### src/field_oriented_omni_drive_mixer_assert.svh
`ifndef FIELD_ORIENTED_OMNI_DRIVE_MIXER_ASSERT_SVH
`define FIELD_ORIENTED_OMNI_DRIVE_MIXER_ASSERT_SVH

// Same-cycle implication on clk_i, muted while rst_ni is low.
`define FODM_ASSERT_IMP(lbl, ante, cons) \
  lbl: assert property (@(posedge clk_i) disable iff (!rst_ni) (ante) |-> (cons)) \
    else $error("fodm: check failed");

// Next-cycle implication on clk_i, muted while rst_ni is low.
`define FODM_ASSERT_NXT(lbl, ante, cons) \
  lbl: assert property (@(posedge clk_i) disable iff (!rst_ni) (ante) |=> (cons)) \
    else $error("fodm: check failed");

`endif

### src/fodm_pkg.sv
`timescale 1ns / 1ps
`default_nettype none

package fodm_pkg;

  localparam int ANGLE_FRAC_BITS = 4;
  localparam int TRIG_FRAC_BITS  = 15;

  localparam int FullTurn    = 360 << ANGLE_FRAC_BITS;
  localparam int HalfTurn    = 180 << ANGLE_FRAC_BITS;
  localparam int QuarterTurn = 90 << ANGLE_FRAC_BITS;
  localparam int EighthTurn  = 45 << ANGLE_FRAC_BITS;

  // heading - rotation is lifted positive by a whole number of turns
  localparam int WrapOffset = 6 * FullTurn;
  localparam int WrapShift  = 29;
  localparam longint WrapRecip = ((64'sd1 << WrapShift) + FullTurn - 1) / FullTurn;

  // pi in Q30, split so that a * pi / half turn needs no wide divide
  localparam longint PiQ30    = 64'sd3373259426;
  localparam longint PiQuot   = PiQ30 / HalfTurn;
  localparam longint PiRem    = PiQ30 - PiQuot * HalfTurn;
  localparam int     PiShift  = 33;
  localparam longint PiRecip  = ((64'sd1 << PiShift) + HalfTurn - 1) / HalfTurn;

  localparam int TrigShift = 30 - TRIG_FRAC_BITS;
  localparam int TrigHalf  = 1 << (TrigShift - 1);

  localparam int HornerSteps = 5;
  localparam int TRIG_LAT    = 4 + 3 * HornerSteps;
  localparam int CURVE_LAT   = 6;

  localparam logic [30:0] OneQ30 = 31'h4000_0000;

  typedef struct packed {
    logic signed [15:0] rotation_angle;
    logic signed [7:0]  stick_forward;
    logic signed [7:0]  stick_side;
    logic signed [7:0]  stick_turn;
  } fodm_in_t;

  typedef struct packed {
    logic signed [11:0] north_power;
    logic signed [11:0] south_power;
    logic signed [11:0] east_power;
    logic signed [11:0] west_power;
  } fodm_out_t;

  // lane 0 is the sine series, lane 1 the cosine series
  function automatic logic [6:0] horner_div(input int lane, input int step);
    logic [6:0] d;
    if (lane == 0) begin
      unique case (step)
        0:       d = 7'd72;
        1:       d = 7'd42;
        2:       d = 7'd20;
        3:       d = 7'd6;
        default: d = 7'd2;
      endcase
    end else begin
      unique case (step)
        0:       d = 7'd90;
        1:       d = 7'd56;
        2:       d = 7'd30;
        3:       d = 7'd12;
        default: d = 7'd2;
      endcase
    end
    return d;
  endfunction

  // floor(2^31 / divisor), held just below 2^30 for the halving step so that it
  // fits; the single correction step absorbs the shortfall
  function automatic logic [29:0] horner_recip(input int lane, input int step);
    logic [29:0] k;
    if (lane == 0) begin
      unique case (step)
        0:       k = 30'd29826161;
        1:       k = 30'd51130563;
        2:       k = 30'd107374182;
        3:       k = 30'd357913941;
        default: k = 30'd1073741823;
      endcase
    end else begin
      unique case (step)
        0:       k = 30'd23860929;
        1:       k = 30'd38347922;
        2:       k = 30'd71582788;
        3:       k = 30'd178956970;
        default: k = 30'd1073741823;
      endcase
    end
    return k;
  endfunction

endpackage

`default_nettype wire

### src/fodm_curve.sv
`timescale 1ns / 1ps
`default_nettype none

module fodm_curve (
  input  logic                           clk_i,
  input  logic [fodm_pkg::CURVE_LAT-1:0] en_i,
  input  logic signed [26:0]             v_i,
  output logic signed [13:0]             curve_o
);
  import fodm_pkg::*;

  localparam int CurveDen = 30000;
  localparam int CurveShift = 28;
  localparam int CurveRecip = (1 << CurveShift) / CurveDen;

  logic [26:0]        mag1;
  logic [26:0]        wsum;
  logic signed [17:0] w_d;
  logic signed [17:0] w1_q, w2w_q;
  logic signed [35:0] w2_q;
  logic signed [53:0] cube_d;
  logic signed [31:0] lin_d;
  logic signed [48:0] cube_q, lin_q;
  logic signed [48:0] n_d;
  logic [47:0]        nmag, nsum;
  logic [27:0]        m2_q, m2c_q;
  logic               neg4_q, neg5_q;
  logic [41:0]        qprod;
  logic [13:0]        q0_q;
  logic [27:0]        rem;
  logic [13:0]        quo;

  always_comb begin
    mag1 = v_i[26] ? 27'(-v_i) : v_i;
    wsum = mag1 + 27'd64;
    w_d = v_i[26] ? -$signed({1'b0, wsum[23:7]}) : $signed({1'b0, wsum[23:7]});
    cube_d = w2_q * w2w_q;
    lin_d = w2w_q * 32'sd10000;
    n_d = cube_q + lin_q;
    nmag = n_d[48] ? 48'(-n_d) : n_d[47:0];
    nsum = nmag + 48'd15728640000;
    qprod = m2_q * 14'(CurveRecip);
    rem = m2c_q - {14'b0, q0_q} * 28'(CurveDen);
    quo = q0_q + 14'(rem >= 28'(CurveDen));
  end

  always_ff @(posedge clk_i) begin
    if (en_i[0]) begin
      w1_q <= w_d;
    end
    if (en_i[1]) begin
      w2_q  <= w1_q * w1_q;
      w2w_q <= w1_q;
    end
    if (en_i[2]) begin
      cube_q <= cube_d[48:0];
      lin_q  <= 49'(lin_d) << 16;
    end
    if (en_i[3]) begin
      m2_q   <= nsum[47:20];
      neg4_q <= n_d[48];
    end
    if (en_i[4]) begin
      q0_q   <= qprod[41:28];
      m2c_q  <= m2_q;
      neg5_q <= neg4_q;
    end
    if (en_i[5]) begin
      curve_o <= neg5_q ? -$signed(quo) : $signed(quo);
    end
  end

endmodule

`default_nettype wire

### config.mk
export PLATFORM = sky130hd
export DESIGN_NAME = fodm_curve
export DESIGN_NICKNAME = d
export VERILOG_FILES = /design/src/field_oriented_omni_drive_mixer_assert.svh /design/src/fodm_pkg.sv /design/src/fodm_curve.sv
export SDC_FILE = /design/constraint.sdc
export NUM_CORES = 2
export LEC_CHECK = 0
export ABC_AREA = 1
export BUFFER_PORTS_ARGS = -buffer_cell sky130_fd_sc_hd__buf_2
export CELL_PAD_IN_SITES_DETAIL_PLACEMENT = 1
export CELL_PAD_IN_SITES_GLOBAL_PLACEMENT = 1
export CORE_ASPECT_RATIO = 0.6
export CORE_MARGIN = 1.5
export CORE_UTILIZATION = 56
export DETAILED_ROUTE_END_ITERATION = 8
export MAX_ROUTING_LAYER = met4
export PLACE_DENSITY = 0.89
export REMOVE_ABC_BUFFERS = 1
export SYNTH_ARGS = -nofsm -noshare
export SYNTH_HDL_FRONTEND = slang
export SYNTH_SLANG_ARGS = --single-unit
### constraint.sdc
create_clock -name clk_i -period 15.3 [get_ports clk_i]
set_input_delay 0.765 -clock clk_i [delete_from_list [all_inputs] [get_ports clk_i]]
set_output_delay 0.765 -clock clk_i [all_outputs]
set_load 0.01 [all_outputs]
---- Word level (Yosys, flattened, before mapping) ----
Index checks and enable logic that the tools add are counted.
storage, ports and cells
  input bits .............................. 34
  bits in registers ....................... 235
cells by class
  mux-type cells .......................... 4
  $add $sub $neg .......................... 9
  $lt $le $gt $ge ......................... 1
  $mul .................................... 5
operators by type and width
  kind                                                                                   number
  49-bit by 48-bit adder with 49-bit output                                              1
  36-bit by 18-bit multiplier with 49-bit output                                         1
  48-bit by 34-bit adder with 48-bit output, second input constant                       1
  48-bit 2-to-1 mux                                                                      1
  48-bit negation                                                                        1
  28-bit by 14-bit multiplier with 42-bit output, second input constant                  1
  18-bit by 18-bit multiplier with 36-bit output                                         1
  28-bit by 15-bit greater-or-equal comparator with 1-bit output, second input constant  1
  18-bit by 11-bit multiplier with 28-bit output, second input constant                  1
  28-bit subtractor                                                                      1
  24-bit by 7-bit adder with 24-bit output, second input constant                        1
  14-bit by 11-bit multiplier with 24-bit output, second input constant                  1
  24-bit 2-to-1 mux                                                                      1
  24-bit negation                                                                        1
  17-bit negation with 18-bit output                                                     1
  17-bit 2-to-1 mux                                                                      1
  14-bit by 1-bit adder with 14-bit output                                               1
  14-bit 2-to-1 mux                                                                      1
  14-bit negation                                                                        1

---- Longest topological paths before layout ----
  depth in word-level cells ............... 6
  gate-level depth with buffers ........... 40
  mapped depth without buffers ............ 40

---- Least setup slack after synthesis ----
No wires, ideal clock.
  path kind ............................... reg-to-reg
  start ................................... register q0_q[5]
  end ..................................... register curve_o[12] (data pin)
  path slack .............................. 7.871 ns
  path buffers ............................ 0
  setup time .............................. 0.254 ns
  period minus slack after synthesis ...... 7.429 ns
  cell stages (with the launch flop) ...... 36
  arrival time ............................ 7.174 ns
  cell sequence ........................... edfxtp_1 > inv_1 > fa_1 > inv_1 > fa_1 > fa_1 > inv_1 > fa_1 > fa_1 > inv_1 > ha_1 > nand2_1 > nor4_1 > a21oi_1 > xor2_1 > ha_1 > a21oi_1 > o21ai_0 > a21oi_1 > nand2_1 > a21oi_1 > o22ai_1 > nor3_1 > nand2_1 > nor2_1 > nand3_1 > ha_1 > xnor2_1 > ha_1 > nand2_1 > nor3_1 > nand3_1 > o31ai_1 > nand2_1 > xnor2_1 > inv_1
between the ends
  word-level cells in the longest chain between the ends .. 6
RTL lines
  element                                                         line              text
  from (decl)                                                     fodm_curve.sv:29  logic [13:0] q0_q;
  from (signal assigned)                                          fodm_curve.sv:64  q0_q <= qprod[41:28];
  14-bit by 11-bit multiplier with 24-bit output                  fodm_curve.sv:43  rem = m2c_q - {14'b0, q0_q} * 28'(CurveDen);
  28-bit subtractor                                               fodm_curve.sv:43
  28-bit by 15-bit greater-or-equal comparator with 1-bit output  fodm_curve.sv:44  quo = q0_q + 14'(rem >= 28'(CurveDen));
  14-bit by 1-bit adder with 14-bit output (*)                    fodm_curve.sv:44
  14-bit negation                                                 fodm_curve.sv:69  curve_o <= neg5_q ? -$signed(quo) : $signed(quo);
  14-bit 2-to-1 mux (*)                                           fodm_curve.sv:69
  to (signal assigned)                                            fodm_curve.sv:69
  to (decl)                                                       fodm_curve.sv:8   output logic signed [13:0] curve_o
Every way passes the cells marked *; elsewhere a longest branch is shown, timed or not.
A chain may end at the register's enable or synchronous reset.

---- Worst setup path in the final report ----
Same ends and word-level chain as after synthesis.

==> out/results.ini <==
[worst_setup_path]
slowest_delay_ns = 0.75
rr_worst_depth = 35
crit_slowest_cell = edfxtp_1
r2r_slack_ns = 5.59
cp-end-kind = register
worstPathMaxFanout = 7
cp-start-kind = register
crit_arrival_ns = 10.12
worst-setup-path-type = register to register
crit_required_ns = 15.71

[logic_synthesis]
synth_area_leader_cell = fa_1
ys.flop_type = edfxtp_1
yosys_warnings = 0
ys_top_cells_by_count = 1,823 x inv_1, 1,481 x nand2_1, 1,108 x fa_1
yosysMostFrequentCell = inv_1
synth_top_area_share_pct = 38.2
ys_ff_latch = 228
synth.area.top_cells = fa_1 38%, ha_1 13%, edfxtp_1 12%, inv_1 12%, nand2_1 9.6%
syn_inst = 6817
synth-async-reset-ratio_pct = 0
synth-edff-count = 228
synth_area_per_cell_sq_um = 8.52
seq_area_frac_synth_pct = 11.8
syn_area_sq_um = 58100
synth_cell_type_count = 60

[clock_tree]
ctsRootBufferMaster = clkbuf_16
cts_hold_buf = 0
cts_htree_levels = 1
post_cts_buffers = 0
numCtsBuffers = 29
cts.sink_count = 228
clockBufferDepth = 3
path_clk_slew_ns = 0.07
cts_tree = built
insertion_delay_ns = 0.68
ctsResizeCount = 0

[timing]
hold_viol_final = 0
slew-limit-headroom_pct = 5.71
rsz0062_at_grt = no
final_max_slew_viol_count = 0
min_period_over_period_pct = 63.5
fin_tns_setup_ns = 0
finalCriticalPeriod_ns = 9.71
tightest_slew_ns = 1.41
fin_skew_ns = 0.0560
setup_violations = 0
max_freq_mhz = 103

[finish]
n_fill_cell = 12300
final_area_sq_um = 60900
multi_input_area_sq_um = 43700
nets = 8537
area_delta_synth_final_pct = 4.81
seq_area_sq_um = 6850
drive_gt1_share_pct = 4.35
stdcell_count = 8201

[place]
place_area_sq_um = 59900
port-buffer-count = 45
gp_congestion = 0.972
hpwl_um = 162000
placed_cells = 8141

[global_routing]
grt_usage_pct = 39.1
grt_max_degree = 77
grt-ovfl-total = 0
grt_pass1_wl_um = 306000
grt_pass1_vias = 54300
antenna_found_initial = 5

[drt]
wl_per_cell_um = 24.0
route.detailed.drc = 0
drt-pass1-iter-count = 6
vias = 47400
ant_nets = 0
wirelength_um = 197000
routed_via_density = 5.77
drt_iter0_drc = 3807

[die]
ios = 48
row_count = 91
core_area_sq_um = 103000
start_util_pct = 56.5
fp.dieH_um = 253
die_width_um = 419
die_area_sq_um = 106000

[min_path]
min_path_cells = 0
hp-class = register to register

[job]
maxCapViolCount = 0

[outcome]
status = complete, no violations

-- flip-flops by register name, summed over array words and instances, names as in the netlist, 14 cells and up --
signal,count
w1_q,18
q0_q,14
curve_o,14
w2w_q,18
w2_q,34
m2c_q,24
lin_q,27
m2_q,28
cube_q,49
-- worst max-delay path, delay by kind of cell (launching register included) --
family	cells	cell delay, ns
AOI/OAI and AO/OA	7	1.55
buffers and inverters	5	0.48
DFF	1	0.75
adders and majority gates	9	3.84
and+or+nand+nor	11	2.20
xor gates and xnor gates	3	0.63
-- through the flow --
step / utilization (%) / setup slack, ns / hold slack (ns)
2_1_floorplan: - / 7.87 / 0.400
3_3_place_gp: 58.2 / 6.09 / 0.489
3_5_place_dp: 58.2 / 5.91 / 0.469
4_1_cts: 59.2 / 5.85 / 0.496
5_1_grt: 59.2 / 5.06 / 0.491
6_report: 59.2 / 5.59 / 0.463
-- layout by cell type (no fill, tap or decap), drive strengths merged, types with 3 or more instances in the layout --
cell type,Yosys,layout
o31ai,12,12
ha,618,618
and2,4,4
clkinv,1,13
o21a,13,13
inv,1831,1835
nand3b,16,16
nand2,1524,1524
o21ai,127,127
bufinv,0,6
xor2,147,147
nor4,16,16
xnor2,105,105
o221ai,3,3
edfxtp,228,228
conb,2,4
a21boi,10,10
a31oi,19,19
nand4,61,61
or2,38,38
o21bai,13,13
diode,0,6
a21oi,223,223
fa,1108,1108
nor3,30,30
a21o,13,13
buf,14,111
clkbuf,170,31
nor2,288,288
o211ai,10,10
a211oi,4,4
nand3,150,150
a221oi,4,4
-- kinds of logic (layout without fill, tap and decap cells) --
| kind of cell | count (synthesis) | count (layout) | synth area share [%] |
|---|---|---|---|
| and+or+nand+nor | 2131 | 2131 | 15.3 |
| buffers and inverters | 2016 | 1997 | 13.1 |
| adders and majority gates | 1726 | 1726 | 51.5 |
| AOI/OAI and AO/OA | 462 | 462 | 4.50 |
| xor gates and xnor gates | 252 | 252 | 3.84 |
| DFF | 228 | 228 | 11.8 |
| other | 2 | 10 | 0.0129 |
-- metal layers --
| layer | share of wire [%] | track usage (%) |
|---|---|---|
| met3 | 9.5 | 7.98 |
| met4 | 3.9 | 14.1 |
| met5 | 0 | - |
| met1 | 41 | 51.1 |
| met2 | 45 | 60.8 |
-- final cells by class --
class,instances,area share (%)
diodes,6,0.0247
clock buffers,31,1.20
clock inverters,23,0.473
inverters,1832,11.3
multi-input cells,4575,71.7
flip-flops and latches,228,11.2
well taps,1395,2.87
repair buffers,111,1.19
-- path summary, 6_finish.rpt --
check,startpoint,to
worst min-delay path,neg4_q,neg5_q
worst min register to register,neg4_q,neg5_q
worst max-delay path,q0_q[5],curve_o[12]
worst max register to register,q0_q[5],curve_o[12]
Power is not shown: default switching activity piles up to over one toggle a cycle in this logic, so the estimate is an artifact.
